<file path="config.mk">
export PLATFORM = sky130hd
export DESIGN_NAME = intersection_phase_controller
export DESIGN_NICKNAME = d
export VERILOG_FILES = /design/src/design/ipc_pkg.sv /design/src/design/intersection_phase_controller.sv /design/src/design/ipc_in_reg.sv /design/src/design/ipc_state.sv
export SDC_FILE = /design/constraint.sdc
export NUM_CORES = 1
export LEC_CHECK = 0
export ABC_AREA = 1
export BUFFER_PORTS_ARGS = -buffer_cell sky130_fd_sc_hd__buf_2
export CAP_MARGIN = 20
export CORE_ASPECT_RATIO = 0.7
export CORE_MARGIN = 5
export CORE_UTILIZATION = 60
export DETAILED_ROUTE_END_ITERATION = 10
export HOLD_SLACK_MARGIN = 0.06
export PLACE_DENSITY = 0.81
export SYNTH_ARGS = -nofsm -noshare
export SYNTH_HDL_FRONTEND = slang
export SYNTH_SLANG_ARGS = --single-unit
</file>
<file path="constraint.sdc">
create_clock -name clk -period 3.22 [get_ports clk]
set_input_delay 0 -clock clk [delete_from_list [all_inputs] [get_ports clk]]
set_output_delay 0 -clock clk [all_outputs]
set_load 0.01 [all_outputs]
</file>
<file path="src/design/ipc_pkg.sv">
package ipc_pkg;

  typedef enum logic [1:0] {
    PH_A = 2'd0,
    PH_B = 2'd1,
    PH_C = 2'd2,
    PH_D = 2'd3
  } phase_t;

  typedef enum logic {
    ACT_TICK   = 1'b0,
    ACT_REPORT = 1'b1
  } action_t;

  localparam logic [2:0] APP_SOUTH = 3'd0;
  localparam logic [2:0] APP_NORTH = 3'd1;
  localparam logic [2:0] APP_WEST  = 3'd2;
  localparam logic [2:0] APP_EAST  = 3'd3;

  localparam logic [1:0] REG_PHASE_A = 2'd0;
  localparam logic [1:0] REG_PHASE_B = 2'd1;
  localparam logic [1:0] REG_PHASE_C = 2'd2;
  localparam logic [1:0] REG_PHASE_D = 2'd3;

  localparam logic [15:0] RST_TICKS_A = 16'd25;
  localparam logic [15:0] RST_TICKS_B = 16'd5;
  localparam logic [15:0] RST_TICKS_C = 16'd25;
  localparam logic [15:0] RST_TICKS_D = 16'd5;

  localparam int OCC_W = 12;

  typedef struct packed {
    action_t    action;
    logic [2:0] approach;
    logic [2:0] lanes;
  } item_t;

  typedef struct packed {
    logic  fire;
    item_t item;
  } step_t;

  typedef struct packed {
    phase_t           phase;
    logic [OCC_W-1:0] occupancy;
    logic [2:0]       served;
  } result_t;

  // Vehicles served under a phase; the either/or pairs count the first bit,
  // otherwise the second, so each pair adds at most one.
  function automatic logic [2:0] served_count(phase_t ph, logic [OCC_W-1:0] occ);
    logic [2:0] cnt;
    cnt = 3'd0;
    unique case (ph)
      PH_A: cnt = 3'(occ[11]) + 3'(occ[6]) + 3'(occ[0]) + 3'(occ[5])
                + 3'(occ[4] | occ[2]) + 3'(occ[1] | occ[3]);
      PH_B: cnt = 3'(occ[11]) + 3'(occ[6]) + 3'(occ[0]) + 3'(occ[2])
                + 3'(occ[3]) + 3'(occ[5]);
      PH_C: cnt = 3'(occ[0]) + 3'(occ[5]) + 3'(occ[11]) + 3'(occ[6])
                + 3'(occ[10] | occ[8]) + 3'(occ[7] | occ[9]);
      PH_D: cnt = 3'(occ[0]) + 3'(occ[5]) + 3'(occ[6]) + 3'(occ[8])
                + 3'(occ[9]) + 3'(occ[11]);
      default: cnt = 3'd0;
    endcase
    return cnt;
  endfunction

endpackage

</file>
<file path="src/design/intersection_phase_controller.sv">
// Four-phase intersection signal controller. Items on the in_ channel are
// either one-second ticks (in_tuser = 0) or lane occupancy reports
// (in_tuser = 1) that replace the 3-bit field of one approach (south, north,
// west, east; other approach codes are dropped). Each tick yields one item on
// the out_ channel carrying the phase in force at the tick, the 12-bit
// occupancy snapshot and the served-vehicle count of that phase; a report
// yields nothing. Phase lengths A..D are written on the cfg_ port (index 0..3,
// a length of 0 acts as 1) and are meant to be written while the block is
// idle. An item passes an input register; the state update and result
// formation sit between it and the output register, so a tick's result
// shows on out_tvalid once it has passed both registers. The block takes
// one item per clock; the output register alone sets the stall behavior:
// a waiting result blocks only ticks, while reports keep flowing past it.
module intersection_phase_controller (
  input  logic        clk,
  input  logic        rst_n,
  // in_tdata: approach [2:0], lanes [5:3], zero [7:6]
  input  logic [7:0]  in_tdata,
  // in_tuser: action (0 tick, 1 report)
  input  logic        in_tuser,
  input  logic        in_tvalid,
  output logic        in_tready,
  // out_tdata: phase [1:0], occupancy [13:2], served [16:14], zero [23:17]
  output logic [23:0] out_tdata,
  output logic        out_tvalid,
  input  logic        out_tready,
  input  logic        cfg_valid,
  output logic        cfg_ready,
  input  logic [1:0]  cfg_index,
  input  logic [15:0] cfg_data
);

  ipc_pkg::item_t   in_item;
  ipc_pkg::item_t   hold_item;
  logic             hold_valid;
  logic             take;
  ipc_pkg::step_t   step;
  ipc_pkg::result_t result;
  logic             out_valid_r;
  ipc_pkg::result_t out_data_r;

  // Unpack the input item.
  assign in_item.action   = ipc_pkg::action_t'(in_tuser);
  assign in_item.approach = in_tdata[2:0];
  assign in_item.lanes    = in_tdata[5:3];

  // Configuration writes are always taken.
  assign cfg_ready = 1'b1;

  ipc_in_reg u_in_reg (
    .clk        (clk),
    .rst_n      (rst_n),
    .in_valid   (in_tvalid),
    .in_ready   (in_tready),
    .in_item    (in_item),
    .take       (take),
    .hold_valid (hold_valid),
    .hold_item  (hold_item)
  );

  // Advance the held item: reports always, ticks only when the output
  // register is free or is being drained this cycle.
  assign take = hold_valid &&
                (hold_item.action == ipc_pkg::ACT_REPORT || !out_valid_r || out_tready);

  assign step.fire = take;
  assign step.item = hold_item;

  ipc_state u_state (
    .clk       (clk),
    .rst_n     (rst_n),
    .step      (step),
    .cfg_we    (cfg_valid && cfg_ready),
    .cfg_idx   (cfg_index),
    .cfg_wdata (cfg_data),
    .result    (result)
  );

  // Output register: load on an advancing tick, drop once taken.
  always_ff @(posedge clk) begin
    if (!rst_n) begin
      out_valid_r <= 1'b0;
    end else if (take && hold_item.action == ipc_pkg::ACT_TICK) begin
      out_valid_r <= 1'b1;
    end else if (out_tready) begin
      out_valid_r <= 1'b0;
    end
  end

  always_ff @(posedge clk) begin
    if (take && hold_item.action == ipc_pkg::ACT_TICK) begin
      out_data_r <= result;
    end
  end

  assign out_tvalid = out_valid_r;
  assign out_tdata  = {7'd0, out_data_r.served, out_data_r.occupancy, out_data_r.phase};

endmodule

</file>
<file path="src/design/ipc_in_reg.sv">
module ipc_in_reg (
  input  logic          clk,
  input  logic          rst_n,
  input  logic          in_valid,
  output logic          in_ready,
  input  ipc_pkg::item_t in_item,
  input  logic          take,
  output logic          hold_valid,
  output ipc_pkg::item_t hold_item
);

  logic           valid_r;
  ipc_pkg::item_t item_r;

  // Refill whenever the held item leaves in the same cycle.
  assign in_ready   = !valid_r || take;
  assign hold_valid = valid_r;
  assign hold_item  = item_r;

  always_ff @(posedge clk) begin
    if (!rst_n) begin
      valid_r <= 1'b0;
    end else if (in_valid && in_ready) begin
      valid_r <= 1'b1;
    end else if (take) begin
      valid_r <= 1'b0;
    end
  end

  always_ff @(posedge clk) begin
    if (in_valid && in_ready) begin
      item_r <= in_item;
    end
  end

endmodule

</file>
<file path="src/design/ipc_state.sv">
module ipc_state (
  input  logic             clk,
  input  logic             rst_n,
  input  ipc_pkg::step_t   step,
  input  logic             cfg_we,
  input  logic [1:0]       cfg_idx,
  input  logic [15:0]      cfg_wdata,
  output ipc_pkg::result_t result
);

  logic [15:0]          ticks_r [4];
  ipc_pkg::phase_t      phase_r, phase_nxt;
  logic [15:0]          elapsed_r, elapsed_nxt;
  logic [ipc_pkg::OCC_W-1:0] occ_r, occ_nxt;
  logic [15:0]          len;
  logic [16:0]          elapsed_inc;

  // Phase lengths.
  always_ff @(posedge clk) begin
    if (!rst_n) begin
      ticks_r[0] <= ipc_pkg::RST_TICKS_A;
      ticks_r[1] <= ipc_pkg::RST_TICKS_B;
      ticks_r[2] <= ipc_pkg::RST_TICKS_C;
      ticks_r[3] <= ipc_pkg::RST_TICKS_D;
    end else if (cfg_we) begin
      unique case (cfg_idx)
        ipc_pkg::REG_PHASE_A: ticks_r[0] <= cfg_wdata;
        ipc_pkg::REG_PHASE_B: ticks_r[1] <= cfg_wdata;
        ipc_pkg::REG_PHASE_C: ticks_r[2] <= cfg_wdata;
        ipc_pkg::REG_PHASE_D: ticks_r[3] <= cfg_wdata;
        default: ;
      endcase
    end
  end

  // Result is taken from the state before this item.
  assign result.phase     = phase_r;
  assign result.occupancy = occ_r;
  assign result.served    = ipc_pkg::served_count(phase_r, occ_r);

  assign len         = (ticks_r[phase_r] == 16'd0) ? 16'd1 : ticks_r[phase_r];
  assign elapsed_inc = {1'b0, elapsed_r} + 17'd1;

  always_comb begin
    phase_nxt   = phase_r;
    elapsed_nxt = elapsed_r;
    occ_nxt     = occ_r;
    if (step.fire) begin
      if (step.item.action == ipc_pkg::ACT_REPORT) begin
        unique case (step.item.approach)
          ipc_pkg::APP_SOUTH: occ_nxt[2:0]  = step.item.lanes;
          ipc_pkg::APP_NORTH: occ_nxt[5:3]  = step.item.lanes;
          ipc_pkg::APP_WEST:  occ_nxt[8:6]  = step.item.lanes;
          ipc_pkg::APP_EAST:  occ_nxt[11:9] = step.item.lanes;
          default: ;
        endcase
      end else if (elapsed_inc >= {1'b0, len}) begin
        elapsed_nxt = 16'd0;
        phase_nxt   = ipc_pkg::phase_t'(2'(phase_r + 2'd1));
      end else begin
        elapsed_nxt = elapsed_inc[15:0];
      end
    end
  end

  always_ff @(posedge clk) begin
    if (!rst_n) begin
      phase_r   <= ipc_pkg::PH_A;
      elapsed_r <= 16'd0;
      occ_r     <= '0;
    end else begin
      phase_r   <= phase_nxt;
      elapsed_r <= elapsed_nxt;
      occ_r     <= occ_nxt;
    end
  end

endmodule

</file>
==> results.md <==
- Result of the run: complete, no violations
- Number of standard cells after synthesis: 695
- Final setup fails: 0
- Cell count of the worst reg-to-reg path: 18
- Overall power after layout: 3.897 mW
- Count of antenna-violating nets left after detailed routing: 0
- Portion of the post-synthesis area used by sequential elements: 0.5293
- Portion of total power attributed to the clock network: 0.453
- Yosys warning count: 0
- Static leakage: 3.303 nW
- Combinational group share of total power: 0.084
- Half-perimeter wire length after detailed placement: 9598 microns
- Antenna cell count: 0
- Buffer type at the clock tree root: sky130_fd_sc_hd__clkbuf_16
- Clock transition at the registers of the reported paths: 60 ps
- Effective utilization at floorplan: 0.6108
- Part of the power in registers: 0.463
- Max Transition Viols Final: 0
- Power Density: 520.4 mW/mm^2
- Slew @ Worst Pin: 826.7 ps
- Data required time at the worst endpoint: 3520 ps
- Y dimension of the die: 95.59 microns
- Fraction of layout cells with a size suffix above 1: 0.1364
- Layout Skew: 7.332 ps
- F_max: 0.3381 GHz
- RePlAce Congestion: 0.8993
- Setup TNS: 0 ps
- Residual DRC count: 0
- Die footprint: 0.01264 sq mm
- Kind of path behind the tightest hold check: in2reg
- Global-route wire length before repair: 23960 microns
- Number of vias after detailed routing: 5008
- Aggregate global routing overflow: 0
- Post-Synthesis Mean Instance Area: 9.034 sq um
- Type of the worst setup path: reg2reg
- Time the final worst path needs with I/O delays and setup: 2958 ps
- Total of max-cap violations: 0
- Drt first pass iters: 6
- Critical-path maximum fanout: 14
- Hold Vio Cnt, Final: 0
- Proportion of synthesized flip-flops having asynchronous set or reset: 0
- Syn Std Cell Area: 0.006279 sq mm
- Switching portion of total power: 0.2441
- Dominant synthesized flop cell: sky130_fd_sc_hd__edfxtp_1
- TritonCTS clock tree: yes
- Inserted Clock Buffers: 17
- Number of flops mapped to enable cells by yosys: 88
- Number of design-rule violations left by the first detailed-router iteration: 644
- Nature of the critical path endpoint: register
- Sum of routed wire length over all layers: 14710 microns
- Period Utilization, post-route: 0.9185
- Maximum ir drop on the vdd rail: 0.4288 mV
- Routed wire length per instance: 15.92 microns
- Deepest clock path buffer count: 2
- IO Count: 59
- Number of global-route vias before repair: 4992
- Pin count of the biggest net entering global routing: 33
- Post-CTS Setup Inserts: 0
- Data arrival at the endpoint of the critical path: 3260 ps
- Total core area: 0.01028 sq mm
- CTS HTree Levels: 4
- Synthesis-to-layout area growth: 19.27%
- IO Port Bufs: 48
- CTS sink count: 122
- Switch Pwr: 0.9514 mW
- Slew margin rel.: 0.4475
- Flip-flop and latch count after synthesis: 122
- Internal Power: 2.946 mW
- Overall routing resource usage: 0.2425
- Initial antenna violation count: 0
- Setup repair after global routing missed its margin: false
- Via/cell ratio: 5.420
- Hold Path Cell Cnt: 2
- Number of core rows: 31
- Net total in the final layout: 849
- Die span in x: 132.3 microns
- Number of distinct library cells after synthesis: 37
- Skew-Pair Late Insertion Delay: 420 ps
- Setup crit start kind: register
-- worst paths after layout --
| check | from | end | slack (ps) |
|---|---|---|---|
| max | u_state.elapsed_r[0] | u_state.elapsed_r[7] | 260 |
| min | in_tdata[3] | u_in_reg.hold_item[0] | 290 |
| max reg2reg | u_state.elapsed_r[0] | u_state.elapsed_r[7] | 260 |
| min reg2reg | u_state.occ_r[2] | out_tdata[4] | 450 |
-- registers in the layout (all words and copies together), names as in the netlist, named ones only --
name and cells:
u_state.ticks_r 64, out_tdata 17, u_state.elapsed_r 16, u_state.occ_r 12, u_in_reg.hold_item 7, u_state.phase_r 2, out_tvalid 1, u_in_reg.hold_valid 1
-- routing by layer --
metal  global-route usage  vias to the layer above  share of wire
met2               0.3975                      277           0.47
met1               0.3162                     2292           0.41
met4              0.09068                        0          0.018
met5                    0                        -              0
li1                     -                     2403              -
met3              0.06224                       36           0.10
-- cell type report --
class | count | area [sq um]
timing repair buffer | 87 | 616.8
clock inverter | 14 | 121.4
tap | 132 | 165.2
sequential | 122 | 3323
fill | 662 | 2790
clock buffer | 18 | 429.2
inverter | 83 | 311.5
multi-input combinational | 468 | 2521
-- power by group through the flow --
stage	Clock [mW]	Combinational [mW]	Sequential, mW
final	1.76	0.327	1.81
after global routing	1.85	0.366	1.81
after CTS	1.77	0.319	1.80
after detailed placement	0	0.285	1.83
after global placement	0	0.270	1.83
after floorplan	0	0.203	1.83
-- synth_stat cells (2+ instances only) --
cell | instances | share of area
sky130_fd_sc_hd__nor3_1 | 2 | 0.0016
sky130_fd_sc_hd__nand3_1 | 24 | 0.019
sky130_fd_sc_hd__nand4_1 | 7 | 0.0070
sky130_fd_sc_hd__clkbuf_1 | 11 | 0.0066
sky130_fd_sc_hd__buf_1 | 2 | 0.0012
sky130_fd_sc_hd__a21oi_1 | 40 | 0.032
sky130_fd_sc_hd__conb_1 | 2 | 0.0012
sky130_fd_sc_hd__nand2_1 | 165 | 0.099
sky130_fd_sc_hd__fa_1 | 11 | 0.035
sky130_fd_sc_hd__ha_1 | 27 | 0.054
sky130_fd_sc_hd__o22ai_1 | 3 | 0.0030
sky130_fd_sc_hd__buf_4 | 8 | 0.0096
sky130_fd_sc_hd__or2_2 | 6 | 0.0060
sky130_fd_sc_hd__mux2i_1 | 2 | 0.0032
sky130_fd_sc_hd__nor2_1 | 108 | 0.065
sky130_fd_sc_hd__inv_1 | 83 | 0.050
sky130_fd_sc_hd__edfxtp_1 | 88 | 0.42
sky130_fd_sc_hd__nor2_2 | 10 | 0.010
sky130_fd_sc_hd__o21ai_0 | 28 | 0.022
sky130_fd_sc_hd__buf_2 | 6 | 0.0048
sky130_fd_sc_hd__nand2_4 | 3 | 0.0054
sky130_fd_sc_hd__dfxtp_1 | 34 | 0.11
sky130_fd_sc_hd__xor2_1 | 11 | 0.015
-- logic make-up (layout without fill, tap and decap cells) --
kind of cell / count (synthesis) / count (layout) / share of synthesized area
xor gates and xnor gates: 12 / 12 / 0.01674
AOI/OAI and AO/OA: 77 / 77 / 0.06477
muxes: 2 / 2 / 0.003189
adders and majority gates: 38 / 38 / 0.08888
and+or+nand+nor: 331 / 331 / 0.2224
DFF: 122 / 122 / 0.5293
buffers and inverters: 111 / 202 / 0.07354
other: 2 / 8 / 0.001196
-- repair_timing --
action	CTS	global route
hold buffers	32	0
setup endpoints to repair	0	4
resized for setup	0	1
hold endpoints to repair	89	0
-- stage by stage --
step / util / area, sq um / worst slack (ps) / instances / hold slack (ps)
global route: 0.7285 / 7488 / 53.70 / 924 / 300.0
floorplan: - / 6301 / 587.3 / 701 / 98.87
finish: 0.7285 / 7488 / 262.5 / 924 / 290.4
global placement: 0.6435 / 6614 / 394.9 / 860 / 175.8
CTS: 0.7282 / 7485 / 335.0 / 924 / 283.0
detailed placement: 0.6435 / 6614 / 369.3 / 860 / 178.1
-- cell usage in the layout, fill, tap and decap left out, types with 7 or more instances in the layout --
cell type	n
sky130_fd_sc_hd__xor2_1	11
sky130_fd_sc_hd__conb_1	8
sky130_fd_sc_hd__edfxtp_1	88
sky130_fd_sc_hd__dfxtp_1	34
sky130_fd_sc_hd__fa_1	11
sky130_fd_sc_hd__a21oi_1	40
sky130_fd_sc_hd__clkbuf_16	17
sky130_fd_sc_hd__dlygate4sd3_1	32
sky130_fd_sc_hd__nand4_1	7
sky130_fd_sc_hd__nand3_1	24
sky130_fd_sc_hd__o21ai_0	28
sky130_fd_sc_hd__buf_2	48
sky130_fd_sc_hd__ha_1	27
sky130_fd_sc_hd__nor2_2	10
sky130_fd_sc_hd__inv_1	83
sky130_fd_sc_hd__nand2_1	165
sky130_fd_sc_hd__nor2_1	108
-- critical path, cell delays in order, from the launching register on --
cell	delay (ps)
sky130_fd_sc_hd__dfxtp_1	430
sky130_fd_sc_hd__ha_1	260
sky130_fd_sc_hd__nand3_2	110
sky130_fd_sc_hd__nor2_2	120
sky130_fd_sc_hd__nand2_1	110
sky130_fd_sc_hd__nor2_1	130
sky130_fd_sc_hd__nand2_1	80
sky130_fd_sc_hd__xor2_1	190
sky130_fd_sc_hd__inv_1	70
sky130_fd_sc_hd__ha_1	290
sky130_fd_sc_hd__nand2_1	60
sky130_fd_sc_hd__nor2_1	110
sky130_fd_sc_hd__nand2_1	70
sky130_fd_sc_hd__o21ai_0	150
sky130_fd_sc_hd__nand2_1	130
sky130_fd_sc_hd__nand3_4	130
sky130_fd_sc_hd__nand2_4	60
sky130_fd_sc_hd__nand2_4	230
sky130_fd_sc_hd__nor2_1	80
(Power assumes the default switching activity.)
